$ cat src/rtl/cpsd_lane.sv
module cpsd_lane #(
	parameter int COORD_BITS = 16
) (
	input  logic                          clk,
	input  logic                          en,
	input  logic signed [COORD_BITS-1:0]  a,
	input  logic signed [COORD_BITS-1:0]  b,
	output logic [2*(COORD_BITS+1)-1:0]   sq_s1
);

	localparam int DW = COORD_BITS + 1;

	logic signed [DW-1:0] diff;
	logic [DW-1:0]        mag;

	always_comb begin
		diff = DW'(a) - DW'(b);
		mag  = diff[DW-1] ? DW'(-diff) : DW'(diff);
	end

	always_ff @(posedge clk) begin
		sq_s1 <= en ? (2*DW)'(mag * mag) : '0;
	end

endmodule

$ cat config.mk
export PLATFORM = sky130hd
export DESIGN_NAME = cpsd_lane
export DESIGN_NICKNAME = d
export VERILOG_FILES = /design/src/rtl/cpsd_lane.sv
export SDC_FILE = /design/constraint.sdc
export NUM_CORES = 1
export LEC_CHECK = 0
export ABC_CLOCK_PERIOD_IN_PS = 12600
export BUFFER_PORTS_ARGS = -buffer_cell sky130_fd_sc_hd__buf_2
export CELL_PAD_IN_SITES_DETAIL_PLACEMENT = 1
export CELL_PAD_IN_SITES_GLOBAL_PLACEMENT = 2
export CORE_UTILIZATION = 38
export DETAILED_ROUTE_END_ITERATION = 8
export PLACE_DENSITY = 0.85
export SYNTH_ARGS = -nofsm -noshare
export SYNTH_HDL_FRONTEND = slang
export SYNTH_SLANG_ARGS = --single-unit
$ cat constraint.sdc
create_clock -name clk -period 12.6 [get_ports clk]
set_clock_uncertainty 0.2 [all_clocks]
set_input_delay 2.52 -clock clk [delete_from_list [all_inputs] [get_ports clk]]
set_output_delay 2.52 -clock clk [all_outputs]
set_load 0.02 [all_outputs]
==> flow_metrics.tcl <==
set metrics [dict create \
    dpl.hpwl_um 22600 \
    area_delta_synth_final_pct 10.2 \
    critPathArrivalTime_ns 11.87 \
    hold_viol 0 \
    min_period_ns 11.91 \
    ys_types 71 \
    crit_required_ns 12.56 \
    vias_per_cell 4.95 \
    synth_area_um2 10200 \
    die_h_um 166 \
    status "finished, violations left" \
    max_stage_delay_ns 0.55 \
    placed_area_um2 11100 \
    wl_per_cell_um 16.3 \
    grt_pass1_vias 9219 \
    synth_top_area_share_pct 37.9 \
    highest-signal-layer "met4" \
    start_kind "input port" \
    die_w_um 166 \
    dr_wl_met2_um 14200 \
    drive_above_1_share_pct 9.65 \
    regMostFlops "sq_s1" \
    io_buffers 66 \
    rsz0062_at_grt "no" \
    drcViolationCount 4 \
    synth-compound-area-share_pct 9.53 \
    clk_path_buf_depth 2 \
    setup_viol 0 \
    worst_pin_slew_ns 0.800 \
    cts_max_level 2 \
    fin_tns_setup_ns 0 \
    worstSetupEndpointType "flop" \
    synthAdderAreaFrac_pct 52.7 \
    finalCritPeriodShare_pct 94.5 \
    numCtsBuffers 5 \
    grt_antenna_before_repair 0 \
    wl_met1_um 10500 \
    hold_path.class "input port to flop" \
    gp_congestion 0.842 \
    path_class "input port to flop" \
    grt_pass1_wl_um 44400 \
    core_area_um2 26200 \
    largest_reg_flops 33 \
    max_clock_freq_ghz 0.0840 \
    cts-root-buf "clkbuf_16" \
    synth.area.mux_share_pct 0.196 \
    dr_total_vias 7917 \
    cts_tree "built" \
    synth_top_family_by_area "adder cells" \
    ys.warnings.count 0 \
    maxSlewViolCount 0 \
    cts.sink_count 33 \
    fp.dieArea_um2 27500 \
    wl_met3_um 949 \
    postRouteAntennaNets 0 \
    postRouteWirelength_um 26000 \
    ys_ff_latch 33 \
    synthTopCellsByArea "fa_1 38%, ha_1 15%, inv_1 11%" \
    track_usage_pct 20.3 \
    placementRows 59 \
    synth_common_cells "291 x inv_1, 193 x fa_1, 120 x ha_1" \
    initial_core_util_pct 38.9 \
    synth_most_common_cell "inv_1" \
    cp_max_fo 7 \
    top_regs "sq_s1: 33 flops" \
    holdBufCountCts 0 \
    critPathMostFrequentCell "fa_1" \
    insertedDiodeCount 0 \
    syn_area_per_cell_um2 8.64 \
    synth_largest_area_cell "fa_1" \
    synthArstFlopShare_pct 0 \
    synth_edf_count 0 \
    synthXorXnorAreaFrac_pct 5.14 \
    synth_seq_area_share_pct 6.48 \
    yosys.area_share.simple_pct 13.9 \
    slowest_stage "fa_1" \
    clk_pin_slew_worst_paths_ns 0.06 \
    cap_viol_max_count 0 \
    postSynthCellCount 1180 \
    yosys_most_used_dff "dfxtp_1" \
    slew_headroom_pct 46.3 \
    fin_area_um2 11200 \
    io_pins 68 \
    dr.first_iter.drc_count 257 \
    grt_max_degree 29 \
    grt-ovfl-total 0 \
    first_pass_iters 6 \
    violations "design-rule violations" \
    final_nets 1610 \
]
## routing by layer
metal  up-vias  GRT usage [%]
met5         -              0
met4         0           4.06
met1      4000           23.9
met2       108           40.0
li1       3779              -
met3        30           1.69
## worst paths after layout
kind	from	to	slack [ns]	depth (start not counted)
setup / recovery	a[0]	sq_s1[33]$_SDFF_PN0_	0.69	36
hold / removal	en	sq_s1[30]$_SDFF_PN0_	2.41	2
## stage by stage
step / setup WS, ns / utilization, % / instances / hold WS [ns]
3_5_place_dp: 0.183 / 42.2 / 1591 / 2.72
3_3_place_gp: 0.417 / 42.2 / 1591 / 2.72
6_report: 0.693 / 42.9 / 1599 / 2.41
2_1_floorplan: 1.21 / - / 1191 / 2.44
4_1_cts: 0.479 / 42.8 / 1599 / 2.41
5_1_grt: 0.159 / 42.9 / 1599 / 2.42
## layout make-up
class / instances / area [µm²]
fill: 3197 / 15000
multi-input combinational: 835 / 8360
inverter: 296 / 1110
sequential: 33 / 661
timing repair buffer: 92 / 526
tap: 335 / 419
clock buffer: 7 / 153
clock inverter: 1 / 5.00
## placed cells by master, fill, tap and decap left out, drive strengths merged, types with 7 or more instances in the layout
cell type / Yosys / layout
xnor2: 36 / 36
fa: 193 / 193
nand2b: 17 / 17
o21ai: 40 / 40
buf: 8 / 92
nand2: 98 / 98
nor2: 114 / 114
dfxtp: 33 / 33
conb: 2 / 13
xor2: 23 / 23
ha: 120 / 120
nor3b: 8 / 8
inv: 295 / 295
a21o: 10 / 10
nand3: 12 / 12
clkbuf: 19 / 7
o21a: 9 / 9
a21oi: 32 / 32
nor3: 17 / 17
## critical path: cells and delay by family
| family | cells | cell delay, ns |
|---|---|---|
| AND/OR/NAND/NOR | 11 | 2.44 |
| AO/OA/AOI/OAI | 7 | 1.89 |
| adder cells (fa/ha/maj) | 9 | 3.89 |
| XOR/XNOR | 2 | 0.61 |
| buffers and inverters | 7 | 0.50 |
## logic make-up after synthesis
kind of cell	count (synthesis)
compound gates	140
xor+xnor	59
fa+ha+maj	313
buf+inv	323
flops	33
mux	2
other cells	2
simple gates	308
## repair_timing
item / in CTS / in global routing
setup buffers: 0 / 0
endpoints found under the setup margin: 0 / 1
resized for setup: 0 / 1
Power is left out: the tool's default activity adds up to more than one toggle a clock period on the data nets, which glitch-free logic cannot reach.
