==> src/rtl/cpsd_div.sv <==
module cpsd_div #(
	parameter int NW = 16,
	parameter int DW = 7
) (
	input  logic          clk,
	input  logic          arst_n,
	input  logic          start,
	input  logic [NW-1:0] num,
	input  logic [DW-1:0] den,
	output logic          done,
	output logic [NW-1:0] quo
);

	localparam int CNTW = $clog2(NW + 1);

	logic [NW-1:0]   num_q;
	logic [DW-1:0]   den_q;
	logic [DW-1:0]   rem_q;
	logic [CNTW-1:0] cnt_q;
	logic            busy_q;
	logic            done_q;
	logic [DW:0]     rs;

	assign rs = {rem_q, num_q[NW-1]};

	always_ff @(posedge clk or negedge arst_n) begin
		if (!arst_n) begin
			busy_q <= 1'b0;
			done_q <= 1'b0;
			cnt_q  <= '0;
		end else begin
			done_q <= busy_q && !start && (cnt_q == CNTW'(1));
			if (start) begin
				busy_q <= 1'b1;
				cnt_q  <= CNTW'(NW);
			end else if (busy_q) begin
				cnt_q <= cnt_q - CNTW'(1);
				if (cnt_q == CNTW'(1)) begin
					busy_q <= 1'b0;
				end
			end
		end
	end

	// restoring division, quotient bits shift into the numerator register
	always_ff @(posedge clk) begin
		if (start) begin
			num_q <= num;
			den_q <= den;
			rem_q <= '0;
		end else if (busy_q) begin
			if (rs >= {1'b0, den_q}) begin
				rem_q <= DW'(rs - {1'b0, den_q});
				num_q <= {num_q[NW-2:0], 1'b1};
			end else begin
				rem_q <= DW'(rs);
				num_q <= {num_q[NW-2:0], 1'b0};
			end
		end
	end

	assign done = done_q;
	assign quo  = num_q;

endmodule

==> config.mk <==
export PLATFORM = sky130hd
export DESIGN_NAME = cpsd_div
export DESIGN_NICKNAME = d
export VERILOG_FILES = /design/src/rtl/cpsd_div.sv
export SDC_FILE = /design/constraint.sdc
export NUM_CORES = 1
export LEC_CHECK = 0
export BUFFER_PORTS_ARGS = -buffer_cell sky130_fd_sc_hd__buf_4
export CORE_MARGIN = 2
export CORE_UTILIZATION = 35
export DETAILED_ROUTE_END_ITERATION = 8
export GPL_TIMING_DRIVEN = 0
export PLACE_DENSITY_LB_ADDON = 0.3
export SLEW_MARGIN = 30
export SYNTH_ARGS = -nofsm -noshare
export SYNTH_HDL_FRONTEND = slang
export SYNTH_SLANG_ARGS = --single-unit
==> constraint.sdc <==
create_clock -name clk -period 2.6 [get_ports clk]
set_input_delay 0.39 -clock clk [delete_from_list [all_inputs] [get_ports clk]]
set_output_delay 0.39 -clock clk [all_outputs]
set_load 0.05 [all_outputs]
==> flow_summary_export.csv <==
group,metric,value,unit
cells_and_area,regArea,1010,sq um
timing,report.final.slew_viol_count,0,
yosys,synth_edf_count,23,
grt,grt_pass1_wl,7010,um
clock_tree,cts_root_buf,"clkbuf_8",
clock_tree,cts_setup_buffers,0,
clock_tree,h-tree-depth,2,
routing,ant_nets,0,
timing,setup_viol,0,
clock_tree,cts_made_buffers,5,
timing,max-slew-margin-rel,62.8,%
place,dp.cells,289,
flow_run,drv_cap,0,
routing,firstDrtPassIters,4,
worst_setup_path,critPathMaxStageDelay,410,ps
cells_and_area,multi_input_area,930,sq um
timing,tns,0,ps
floorplanning,io_pins,43,
place,gp_congestion,0.803,
clock_tree,clock_latency,290,ps
worst_setup_path,crit_fanout,9,
worst_setup_path,required,2810,ps
min_path,min_path_type,"input port to flip-flop",
grt,grt_overflow,0,
grt,first_global_vias,1511,
routing,drcViolationCount,0,
worst_setup_path,critPathLaunchType,"flip-flop",
worst_setup_path,path_buf_inv,3,
floorplanning,initial_core_util,36.6,%
cells_and_area,nets,261,
timing,finalHoldViolations,0,
yosys,ys_seq_elements,37,
timing,worst_pin_slew,558,ps
cells_and_area,fin_cells,298,
yosys,synthCells,175,
yosys,synthArstFlopShare,18.9,%
routing,num_vias,1480,
clock_tree,cts_tree,"yes",
routing,wl,4210,um
floorplanning,fp-row-count,27,
grt,grtUsageTotal,14.2,%
timing,rsz0062_at_grt,"false",
worst_setup_path,crit_path_cell_trace,"inv_1, ha_1, fa_1, nand2b_1, a211o_1, buf_6, and3_1, buf_6, a311oi_2",
yosys,synth.avg_cell_area,11.7,sq um
cells_and_area,area_growth_syn_to_layout,26.2,%
grt,grt_max_degree,17,
timing,max_freq,437,MHz
yosys,netlist_area,2040,sq um
run_status,status,"finished clean",
yosys,yosysSeqAreaShare,49.3,%
routing,dr.first_iter.drc_count,99,
worst_setup_path,cp.arrival,2490,ps
power,worst_ir_drop_vdd,0.000560,V
yosys,syn-num-nets,211,
grt,antenna_found_initial,0,
floorplanning,dieArea,6460,sq um
clock_tree,post_cts_resized,0,
yosys,synthFlopType,"edfxtp_1",
worst_setup_path,slowest_stage,"fa_1",
routing,wl_per_cell,14.1,um
power,powerDensity,975,nW/um^2
floorplanning,core_area,5570,sq um
cells_and_area,fillers,522,
cells_and_area,antenna_cells,0,
worst_setup_path,crit_top_cell,"buf_6",
floorplanning,die_h,80.4,um
clock_tree,ctsHoldBuffers,1,
worst_setup_path,crit_type,"flip-flop to flip-flop",
floorplanning,die-width,80.4,um
timing,post-route-min-period,2290,ps
power,power.leakage,1.09,nW
clock_tree,clock_path_buffers,2,
timing,timing.final.crit_share,88.0,%
worst_setup_path,crit_family,"adder cells",
clock_tree,cts.sinks,37,
place,dp_hpwl,3050,um
worst_setup_path,endpoint_kind,"flip-flop",
yosys,ys_warn_count,0,
timing,fin_skew,9.23,ps
clock_tree,clkTransAtPathRegs,80,ps
yosys,synth_cell_type_count,50,
cells_and_area,drive_gt1_share,34.5,%
routing,routed_via_density,4.97,
place,numPortBuffers,42,
-- cells by family (layout without fill, tap and decap cells) --
family                   Yosys count  count (layout)  synth area share, %
AND/OR/NAND/NOR                   49              49                 13.1
flip-flops                        37              37                 49.3
AO/OA/AOI/OAI                     34              34                 14.6
buffers and inverters             23              74                 5.21
multiplexers                      16              16                 8.76
adder cells (fa/ha/maj)           10              10                 6.50
XOR/XNOR                           6               6                 2.57
-- layer usage --
layer / wire (um) / track usage (%)
met1: 1990 / 18.6
met4: 23 / 3.56
met5: 0 / 0
met2: 2010 / 23.0
met3: 188 / 4.27
-- flip-flops by register name (all words and copies together), names as in the netlist --
register / count
quo: 16
rem_q: 7
den_q: 7
done: 1
busy_q: 1
cnt_q: 5
-- layout make-up --
class | count | share of cell area, %
flip-flops and latches | 37 | 39.0
multi-input cells | 115 | 36.1
repair buffers | 43 | 12.6
well taps | 72 | 3.50
clock buffers | 6 | 3.21
plain buffers | 10 | 2.23
inverters | 13 | 1.89
clock inverters | 2 | 1.41
-- where the power goes --
part | internal [W] | total, W | switching (W)
registers | 0.000777 | 0.000882 | 0.000105
clock network | 0.000313 | 0.000527 | 0.000214
logic | 0.000480 | 0.00110 | 0.000624
-- per-stage QoR --
| stage | setup WS (ps) | power [W] | instance area, sq um | hold WS, ps | utilization [%] |
|---|---|---|---|---|---|
| 2_1_floorplan | 59.7 | 0.00173 | 2040 | 94.4 | - |
| 3_3_place_gp | 354 | 0.00198 | 2450 | 210 | 43.9 |
| 3_5_place_dp | 309 | 0.00199 | 2450 | 211 | 43.9 |
| 4_1_cts | 302 | 0.00253 | 2580 | 268 | 46.2 |
| 5_1_grt | 154 | 0.00267 | 2580 | 264 | 46.2 |
| 6_report | 312 | 0.00251 | 2580 | 275 | 46.2 |
-- cell usage after synthesis (2+ instances only) --
master    number  area (sq um)
a211oi_1       2          15.0
a21o_1         2          15.0
a311oi_2       2          30.0
a31oi_1        2          12.5
a41oi_1        4          35.0
buf_1          3          11.3
buf_6          2          22.5
clkbuf_1       3          11.3
dfrtp_1        7           175
dfxtp_1        7           140
edfxtp_1      23           691
ha_1           9           113
inv_1         13          48.8
mux2_2        15           169
nand2_1        7          26.3
nand2b_1       4          25.0
nand4_1        2          12.5
nor2_1        14          52.6
nor2b_1        6          37.5
nor3b_1        6          45.0
o21a_1         2          15.0
o21ai_0        3          15.0
o21ai_1        2          10.0
o21bai_1       2          15.0
o31ai_2        2          25.0
or2_2          3          18.8
xnor2_1        5          43.8
-- cells in the final DEF, fill, tap and decap left out, types with 5 or more instances in the layout --
cell | Yosys | layout
buf_4 | 1 | 43
clkbuf_8 | 0 | 6
dfrtp_1 | 7 | 7
dfxtp_1 | 7 | 7
edfxtp_1 | 23 | 23
ha_1 | 9 | 9
inv_1 | 13 | 13
mux2_2 | 15 | 15
nand2_1 | 7 | 7
nor2_1 | 14 | 14
nor2b_1 | 6 | 6
nor3b_1 | 6 | 6
xnor2_1 | 5 | 5
-- final timing paths --
check / cells after the start / startpoint / endpoint / slack (ps)
setup / recovery: 9 / quo[15]$_DFFE_PP_ / rem_q[0]$_SDFFE_PP0P_ / 310
hold / removal: 1 / den[4] / den_q[4]$_DFFE_PP_ / 270
setup reg to reg: 9 / quo[15]$_DFFE_PP_ / rem_q[0]$_SDFFE_PP0P_ / 310
hold reg to reg: 2 / rem_q[1]$_SDFFE_PP0P_ / rem_q[2]$_SDFFE_PP0P_ / 520
max in group asynchronous: 2 / arst_n / busy_q$_DFF_PN0_ / 2030
min in group asynchronous: 2 / arst_n / cnt_q[2]$_DFFE_PN0P_ / 450
No activity file was read; power rests on OpenSTA's default activity.
