===== src/rtl/cpsd_isqrt.sv =====
module cpsd_isqrt #(
	parameter int XW = 37
) (
	input  logic                    clk,
	input  logic                    arst_n,
	input  logic                    start,
	input  logic [XW-1:0]           x,
	output logic                    done,
	output logic [(XW+1)/2-1:0]     root
);

	localparam int RW  = (XW + 1) / 2;
	localparam int PW  = 2 * RW;
	localparam int NW  = $clog2(RW + 1);

	logic [PW-1:0]   x_q;
	logic [RW+1:0]   rem_q;
	logic [RW-1:0]   root_q;
	logic [NW-1:0]   cnt_q;
	logic            busy_q;
	logic            done_q;
	logic [RW+3:0]   rem_sh;
	logic [RW+3:0]   trial;

	always_comb begin
		rem_sh = {rem_q, x_q[PW-1:PW-2]};
		trial  = {2'b00, root_q, 2'b01};
	end

	always_ff @(posedge clk or negedge arst_n) begin
		if (!arst_n) begin
			busy_q <= 1'b0;
			done_q <= 1'b0;
			cnt_q  <= '0;
		end else begin
			done_q <= busy_q && !start && (cnt_q == NW'(1));
			if (start) begin
				busy_q <= 1'b1;
				cnt_q  <= NW'(RW);
			end else if (busy_q) begin
				cnt_q <= cnt_q - NW'(1);
				if (cnt_q == NW'(1)) begin
					busy_q <= 1'b0;
				end
			end
		end
	end

	// one result bit per cycle, two radicand bits consumed
	always_ff @(posedge clk) begin
		if (start) begin
			x_q    <= PW'(x);
			rem_q  <= '0;
			root_q <= '0;
		end else if (busy_q) begin
			x_q <= {x_q[PW-3:0], 2'b00};
			if (rem_sh >= trial) begin
				rem_q  <= (RW+2)'(rem_sh - trial);
				root_q <= {root_q[RW-2:0], 1'b1};
			end else begin
				rem_q  <= (RW+2)'(rem_sh);
				root_q <= {root_q[RW-2:0], 1'b0};
			end
		end
	end

	assign done = done_q;
	assign root = root_q;

endmodule


===== config.mk =====
export PLATFORM = sky130hd
export DESIGN_NAME = cpsd_isqrt
export DESIGN_NICKNAME = d
export VERILOG_FILES = /design/src/rtl/cpsd_isqrt.sv
export SDC_FILE = /design/constraint.sdc
export NUM_CORES = 1
export LEC_CHECK = 0
export BUFFER_PORTS_ARGS = -buffer_cell sky130_fd_sc_hd__clkbuf_2
export CORE_ASPECT_RATIO = 0.7
export CORE_UTILIZATION = 43
export DETAILED_ROUTE_END_ITERATION = 12
export GPL_ROUTABILITY_DRIVEN = 0
export PLACE_DENSITY_LB_ADDON = 0.08
export SETUP_SLACK_MARGIN = 0.2
export SYNTH_ARGS = -nofsm -noshare
export SYNTH_HDL_FRONTEND = slang
export SYNTH_SLANG_ARGS = --single-unit

===== constraint.sdc =====
create_clock -name clk -period 2.39 [get_ports clk]
set_input_delay 0.478 -clock clk [delete_from_list [all_inputs] [get_ports clk]]
set_output_delay 0.478 -clock clk [all_outputs]
set_load 0.05 [all_outputs]

==> impl_metrics.csv, run 1 <==
group,metric,value,unit
global_routing,grt_pass1_vias,3601,
placement,numPortBuffers,59,
critical_path,worstPathRequired,2.66,ns
power,ir_drop,0.000556,V
die,rows,31,
timing,fin_crit_sh,95.2,%
critical_path,crit_type,"reg2reg",
synth,synth_area_per_cell,10.6,sq um
die,ios,60,
critical_path,path_max_fanout,5,
global_routing,busiest_layer,"met1",
critical_path,slowest_stage,"dfxtp_4",
synth,ys_ff_latch,85,
global_routing,grt_usage,19.9,%
timing,finalHoldViolCount,0,
timing,tightest_slew,0.399,ns
cells_and_area,final_common_cell,"clkbuf_2",
hold_path,whs_path_depth,2,
cells_and_area,final_cell_mix,"clkbuf_2, nor2_1, buf_4, edfxtp_1, mux2_2",
global_routing,grt_pass1_wl,18000,um
global_routing,grt_start_max_net_pins,38,
synth,seq_area_frac_synth,44.5,%
cts,clkTransAtPathRegs,0.07,ns
synth,synth_top_cell_by_area,"edfxtp_1",
placement,place_inst,656,
cts,numCtsBuffers,9,
critical_path,arrival,2.54,ns
cts,cts_root_buf,"clkbuf_16",
critical_path,max_stage_delay,0.35,ns
timing,min_period,2.27,ns
critical_path,worst-r2r-cell-count,10,
routing,drc,0,
power,p_leak,2.71,nW
routing,viasPerCell,5.16,
global_routing,grt_overflow,0,
routing,ant_nets,0,
routing,initialDrtViolationCount,239,
cts,tritoncts,"done",
die,initial_core_util,45.1,%
placement,preCtsSetupSlack,-0.0338,ns
status,outcome,"finished, final reports clean",
cells_and_area,syn2layout_area_growth,33.7,%
critical_path,crit_path_start_kind,"flip-flop",
global_routing,gr-usage-met3,4.23,%
critical_path,end_kind,"flip-flop",
routing,routed_wl,10700,um
cts,clock_path_buffers,2,
timing,fin_ws,0.115,ns
die,die_h,89.8,um
synth,synthesis.nets,510,
global_routing,use_met2,29.0,%
die,core_region_area,0.0105,sq mm
synth,yosys-top-cells-area,"edfxtp_1, dfxtp_1, mux2_2",
synth,synth_edf_count,37,
cells_and_area,nNetsFinal,607,
synth,syn_area,0.00474,sq mm
timing,slew_headroom,73.1,%
power,power-per-cell-area,1260,mW/mm^2
synth,synth_top_cell_area_share,23.4,%
routing,wl_per_cell,15.3,um
cts,htree_levels,3,
synth,syn_inst,447,
die,die-area,0.0114,sq mm
hold_path,hold_class,"in2reg",
run,max-cap-violations,0,
timing,fmax,440,MHz
timing,rsz0062_at_grt,"true",
synth,synth_warnings,0,
global_routing,gr-usage-met1,29.6,%
synth,yosysUniqueCellTypes,64,
cells_and_area,antenna_cells,0,
synth,async_flop_share,8.24,%
cells_and_area,final_cells,697,
cells_and_area,fin_util,60.3,%
power,power.total,7.99,mW
cts,cts.sinks,85,
routing,vias,3600,
cells_and_area,final_layout_size_suffix_gt1_share,47.2,%
global_routing,antenna_found_initial,0,
die,die_w,127,um
critical_path,path_cells,"inv_2 > ha_4 > and4_4 > and3_4 > a221oi_4 > o41ai_4 > a31o_4 > buf_12 > mux2i_4 > a211oi_2",
timing,drv_slew,0,
routing,dr.pass1.iters,4,
cts,worstSkewPairLatency,0.34,ns
timing,skew,0.00747,ns
timing,finalSetupViolations,0,
placement,hpwl,7240,um
synth,ys.flop_type,"dfxtp_1",
-- where the power goes --
part	switching [mW]	leakage (nW)	internal [mW]
Clock	0.612	0.155	0.930
Sequential	0.225	0.829	1.77
Combinational	2.18	1.72	2.27
-- layer usage --
metal  vias up  part of all wire [%]
met5         -                     0
met3         8                   4.1
met4         0                  0.97
met1      1726                    52
met2        67                    42
li1       1799                     -
-- flip-flops by register name (all words and copies together), names as in the netlist --
register and count:
done 1, busy_q 1, root 19, rem_q 21
cnt_q 5, x_q 38
-- critical path: cells and delay by family, from the launching register on --
kind	cells	cell delay, ns
buffers and inverters	2	0.19
AO/OA/AOI/OAI	4	0.87
multiplexers	1	0.18
flip-flops	1	0.35
adder cells (fa/ha/maj)	1	0.24
AND/OR/NAND/NOR	2	0.35
-- metrics by stage --
step / area [sq um] / setup TNS [ns] / hold WS [ns]
after floorplan: 4950 / 0 / 0.182
after global placement: 5500 / 0 / 0.322
after detailed placement: 5500 / -0.0338 / 0.324
after CTS: 6070 / 0 / 0.411
after global routing: 6330 / 0 / 0.421
final: 6330 / 0 / 0.423
-- layout make-up --
class / instances / area [sq um]
inverters: 31 / 116
clock inverters: 7 / 109
multi-input cells: 308 / 2800
flip-flops and latches: 85 / 2190
fillers: 889 / 4180
clock buffers: 9 / 225
well taps: 148 / 185
repair buffers: 109 / 706
-- synth_stat cells, types with 3 or more instances --
cell,count
a211oi_1,17
a21o_1,3
a21oi_1,17
buf_1,4
buf_4,4
clkbuf_1,11
dfrtp_1,7
dfxtp_1,41
edfxtp_1,37
ha_1,23
inv_1,30
mux2_2,35
mux2i_1,34
nand2_1,23
nand2b_1,7
nand3_1,4
nand4_1,5
nor2_1,47
nor2b_1,3
nor3_1,4
o211ai_1,5
o21ai_0,12
o21ai_1,3
o21ai_2,3
xnor2_1,10
xor2_1,11
-- what timing repair did --
| item | CTS | global route |
|---|---|---|
| hold buffers | 1 | 0 |
| buffers inserted | 15 | 7 |
| pin swaps | 16 | 10 |
| endpoints found under the hold margin | 7 | 0 |
| setup endpoints to repair | 21 | 21 |
| gates resized for setup | 34 | 37 |
| gates cloned | 2 | 0 |
-- logic make-up after synthesis --
| kind of cell | count (synthesis) | share of synthesized area (%) |
|---|---|---|
| buf+inv | 54 | 5.15 |
| simple gates | 111 | 11.8 |
| flops | 85 | 44.5 |
| xor+xnor | 21 | 3.88 |
| mux | 70 | 15.8 |
| fa+ha+maj | 23 | 6.07 |
| compound gates | 83 | 12.8 |
-- final timing paths --
| kind | startpoint | end | slack (ns) |
|---|---|---|---|
| min | x[1] | x_q[1] | 0.42 |
| min reg2reg | x_q[35] | x_q[37] | 0.49 |
| max in group asynchronous | arst_n | busy_q | 1.70 |
| max | root[14] | rem_q[8] | 0.12 |
| max reg2reg | root[14] | rem_q[8] | 0.12 |
| min in group asynchronous | arst_n | cnt_q[0] | 0.50 |
(Power assumes the default switching activity.)
==> run 2: changes to the inputs <==
Settings changed: CELL_PAD_IN_SITES_DETAIL_PLACEMENT set to 0, CELL_PAD_IN_SITES_GLOBAL_PLACEMENT set to 1, CORE_UTILIZATION 43 to 41, PLACE_DENSITY set to 0.72, PLACE_DENSITY_LB_ADDON 0.08 to unset, SETUP_SLACK_MARGIN 0.2 to unset.
==> run 2 against run 1 <==
Register-to-register slack worse by 0.08 ns; cell area is 3.1% lower; cell count is 0.57% lower; combinational power hardly changed; global-route usage is 1.2 points lower; largest cell class unchanged.
==> impl_metrics.csv, run 2 (same netlist as run 1, synthesis figures left out) <==
group,metric,value,unit
status,outcome,"finished, final reports clean",
routing,drc,0,
cts,numCtsBuffers,9,
routing,initialDrtViolationCount,235,
timing,rsz0062_at_grt,"true",
routing,ant_nets,0,
cts,clkTransAtPathRegs,0.07,ns
critical_path,worstPathRequired,2.67,ns
routing,wl_per_cell,15.3,um
cts,tritoncts,"done",
global_routing,grt_pass1_vias,3433,
hold_path,hold_class,"in2reg",
timing,timing.hold.ws,0.417,ns
timing,tns,0,ns
cells_and_area,antenna_cells,0,
cells_and_area,syn2layout_area_growth,29.6,%
cells_and_area,final_cell_mix,"clkbuf_2, nor2_1, edfxtp_1, mux2_2, buf_4",
timing,tightest_slew,0.491,ns
die,die_w,130,um
global_routing,antenna_found_initial,0,
cts,worstSkewPairLatency,0.35,ns
cells_and_area,top_register,"x_q",
critical_path,arrival,2.63,ns
global_routing,grt_overflow,0,
placement,numPortBuffers,59,
timing,drv_slew,0,
timing,min_period,2.35,ns
cts,clock_path_buffers,2,
timing,fin_crit_sh,98.4,%
cts,cts_root_buf,"clkbuf_16",
cells_and_area,final_common_cell,"clkbuf_2",
timing,slew_headroom,67.2,%
timing,skew,0.00529,ns
cts,htree_levels,3,
cells_and_area,final_layout_size_suffix_gt1_share,43.7,%
critical_path,crit_path_start_kind,"flip-flop",
power,p_leak,2.62,nW
timing,finalHoldViolCount,0,
die,die_h,91.9,um
run,max-cap-violations,0,
placement,preCtsSetupSlack,-0.0479,ns
critical_path,end_kind,"flip-flop",
power,power-per-cell-area,1270,mW/mm^2
timing,fin_ws,0.0373,ns
placement,hpwl,7390,um
die,ios,60,
hold_path,whs_path_depth,2,
timing,finalSetupViolations,0,
routing,routed_wl,10600,um
global_routing,grt_pass1_wl,17300,um
die,die-area,0.0120,sq mm
routing,vias,3587,
die,core_region_area,0.0111,sq mm
cells_and_area,nNetsFinal,598,
cells_and_area,largest_reg_flops,38,
critical_path,crit_type,"reg2reg",
global_routing,grt_start_max_net_pins,40,
timing,fmax,425,MHz
routing,dr.pass1.iters,6,
die,rows,32,
cts,cts.sinks,85,
routing,viasPerCell,5.18,
die,initial_core_util,42.6,%
power,ir_drop,0.000635,V
critical_path,regToRegSetupSlack,0.04,ns
critical_path,worst-r2r-cell-count,9,
global_routing,grt_usage,18.7,%
critical_path,path_max_fanout,5,
## run 2: cell types whose count changed in the layout (fill, tap and decap cells not counted), sizes merged
| cell | change |
|---|---|
| buf | -9 |
| bufinv | -2 |
| clkinv | +2 |
## run 2: metrics by stage
step           total power [mW]  utilization (%)  cells  instance area (sq um)
2_1_floorplan              4.63                -    447                   4900
3_3_place_gp               5.52             49.6    669                   5520
3_5_place_dp               5.56             49.6    669                   5520
4_1_cts                    6.99             52.5    686                   5840
5_1_grt                    8.26             55.2    693                   6140
6_report                   7.78             55.2    693                   6140
## run 2: critical path, cell delays in order, from the launching register on
cell and delay (ns):
dfxtp_1 0.40, ha_4 0.34, nand4_1 0.18, nor4_4 0.41, a221oi_4 0.12, o41ai_4 0.08, a31o_4 0.20, buf_12 0.15
mux2_4 0.31, o21ai_2 0.10
## run 2: timing repair
| action | CTS | global route |
|---|---|---|
| resized for setup | 4 | 45 |
| cloned | 0 | 1 |
| buffers inserted | 0 | 6 |
| pin swaps | 0 | 17 |
| setup endpoints to repair | 11 | 20 |
| hold endpoints to repair | 7 | 0 |
| hold buffers | 1 | 0 |
## run 2: power breakdown
part	total, mW	switching [mW]	internal, mW
clock network	1.35	0.631	0.718
registers	1.98	0.219	1.76
logic	4.45	2.16	2.29
total	7.78	3.01	4.77
## run 2: path summary, 6_finish.rpt
check / start / end
setup / recovery: rem_q[1] / rem_q[1]
hold / removal: x[0] / x_q[0]
setup reg to reg: rem_q[1] / rem_q[1]
hold reg to reg: rem_q[17] / rem_q[17]
max in group asynchronous: arst_n / busy_q
min in group asynchronous: arst_n / cnt_q[0]
## run 2: cell type report
cell class / instances / area, sq um
well taps: 153 / 191
clock inverters: 7 / 62.6
repair buffers: 100 / 659
multi-input cells: 308 / 2720
inverters: 31 / 116
fillers: 1001 / 4990
flip-flops and latches: 85 / 2170
clock buffers: 9 / 225
## run 2: per-layer routing
layer / wire (um) / part of all wire (%) / global-route usage, %
met4: 144 / 1.4 / 6.61
met3: 502 / 4.7 / 3.62
met1: 5610 / 53 / 28.2
met2: 4370 / 41 / 26.2
met5: 0 / 0 / 0
==> run 3: changes to the inputs <==
Settings changed: MAX_ROUTING_LAYER set to met4.
==> run 3 against run 2 <==
First-iteration DRC count shrank 9.4%; sequential share of layout area is the same; worst hold slack lost 0.0048 ns; worst setup slack gained 0.012 ns; non-clock buffer count is the same; critical path depth grew 2; register-to-register slack is essentially flat; via count is essentially flat; cell count is the same; combinational power is essentially flat; wire length grew 0.30%.
==> impl_metrics.csv, run 3 (same netlist as run 1, synthesis figures left out) <==
group,metric,value,unit
die,die_w,130,um
global_routing,grt_overflow,0,
routing,drc,0,
critical_path,crit_type,"reg2reg",
routing,route.met3.wl,513,um
global_routing,grt_pass1_vias,3430,
power,power.total,7.78,mW
cells_and_area,final_layout_size_suffix_gt1_share,43.7,%
cts,clkTransAtPathRegs,0.07,ns
timing,slew_headroom,67.0,%
routing,routed_wl,10700,um
timing,min_period,2.34,ns
die,rows,32,
routing,wl_per_cell,15.4,um
timing,fin_crit_sh,97.9,%
timing,finalHoldViolCount,0,
critical_path,r2r-end,"rem_q[1]",
critical_path,crit_path_start_kind,"flip-flop",
cts,clock_path_buffers,2,
cts,numCtsBuffers,9,
placement,hpwl,7390,um
routing,dr.pass1.iters,4,
status,outcome,"finished, final reports clean",
timing,tightest_slew,0.495,ns
cells_and_area,largest_reg_flops,38,
routing,wl_met2,4460,um
power,ir_drop,0.000632,V
timing,rsz0062_at_grt,"true",
hold_path,whs_path_depth,2,
cells_and_area,final_cell_mix,"clkbuf_2, nor2_1, edfxtp_1, mux2_2, buf_4",
die,core_region_area,0.0111,sq mm
cts,tritoncts,"done",
global_routing,grt_start_max_net_pins,40,
power,power-per-cell-area,1270,mW/mm^2
critical_path,end_kind,"flip-flop",
cells_and_area,top_register,"x_q",
cts,worstSkewPairLatency,0.35,ns
cells_and_area,syn2layout_area_growth,29.6,%
timing,skew,0.00656,ns
hold_path,min_to,"x_q[0]",
timing,fmax,427,MHz
hold_path,hold_class,"in2reg",
die,ios,60,
die,die_h,91.9,um
hold_path,hp-start,"x[0]",
cells_and_area,final_common_cell,"clkbuf_2",
cells_and_area,final_cells,693,
critical_path,regToRegSetupSlack,0.05,ns
power,p_leak,2.62,nW
routing,drt-met1-wl,5590,um
run,max-cap-violations,0,
critical_path,path_max_fanout,5,
die,die-area,0.0120,sq mm
cts,cts_root_buf,"clkbuf_16",
cells_and_area,antenna_cells,0,
global_routing,grt_pass1_wl,17300,um
placement,numPortBuffers,59,
routing,viasPerCell,5.18,
cts,cts.sinks,85,
cells_and_area,nNetsFinal,598,
routing,ant_nets,0,
routing,highest_layer,"met4",
critical_path,worst-r2r-cell-count,11,
die,initial_core_util,42.6,%
cts,htree_levels,3,
global_routing,grt_usage,19.3,%
timing,drv_slew,0,
critical_path,arrival,2.63,ns
placement,place_inst,669,
global_routing,antenna_found_initial,0,
critical_path,reg2reg_from,"root[0]",
routing,initialDrtViolationCount,213,
timing,finalSetupViolations,0,
critical_path,worstPathRequired,2.68,ns
routing,vias,3590,
==> run 3: cell counts in the layout (fill, tap and decap cells not counted) <==
Identical to the previous run, type by type.
==> run 3: stage by stage <==
| stage | cell area (sq um) | worst slack [ns] | utilization [%] | TNS (ns) | hold slack [ns] |
|---|---|---|---|---|---|
| global route | 6140 | -0.0389 | 55.2 | -0.304 | 0.422 |
| CTS | 5840 | 0.0111 | 52.5 | 0 | 0.406 |
| floorplan | 4900 | 0.00464 | - | 0 | 0.182 |
| global placement | 5520 | -0.00310 | 49.6 | -0.00310 | 0.325 |
| detailed placement | 5520 | -0.0479 | 49.6 | -0.0989 | 0.325 |
| finish | 6140 | 0.0498 | 55.2 | 0 | 0.412 |
==> run 3: how the worst max path moves through the flow <==
stage	start	to	slack (ns)	cells past startpoint
5_1_grt	rem_q[1]	rem_q[1]	-0.04	9
3_5_place_dp	root[8]	rem_q[5]	-0.05	10
2_1_floorplan	root[14]	rem_q[15]	0.005	12
6_report	root[0]	rem_q[1]	0.05	11
4_1_cts	root[4]	rem_q[3]	0.01	10
3_3_place_gp	root[7]	rem_q[5]	-0.003	10
==> run 3: critical path, stage by stage (launching register included) <==
cell and delay, ns:
dfxtp_2 0.34, inv_2 0.04, ha_4 0.27, buf_6 0.09, nand4_1 0.17, nor4_4 0.41, a221oi_4 0.12, o41ai_4 0.08
a31o_4 0.20, buf_12 0.15, mux2_4 0.31, o21ai_2 0.10
==> run 3: timing repair <==
| item | in CTS | in global routing |
|---|---|---|
| pin swaps | 0 | 17 |
| endpoints found under the setup margin | 11 | 20 |
| hold buffers | 1 | 0 |
| buffers inserted | 0 | 6 |
| gates resized for setup | 4 | 46 |
| gates cloned | 0 | 1 |
| endpoints found under the hold margin | 7 | 0 |
==> run 3: area by class of cell <==
type | count | area (sq um)
multi-input combinational | 308 | 2720
sequential | 85 | 2170
clock inverter | 7 | 62.6
inverter | 31 | 116
fill | 1001 | 4990
clock buffer | 9 | 225
timing repair buffer | 100 | 659
tap | 153 | 191
==> run 3: where the power goes <==
part	switching, mW	leakage (nW)	total (mW)	internal, mW
clock	0.640	0.135	1.36	0.718
combinational	2.15	1.66	4.44	2.29
sequential	0.217	0.826	1.98	1.76
total	3.01	2.62	7.78	4.77
==> run 3: per-layer routing <==
layer / global-route usage, % / vias up
met1: 28.4 / 1712
met3: 3.62 / 14
li1: - / 1790
met2: 26.2 / 74
met5: - / -
met4: 6.61 / 0
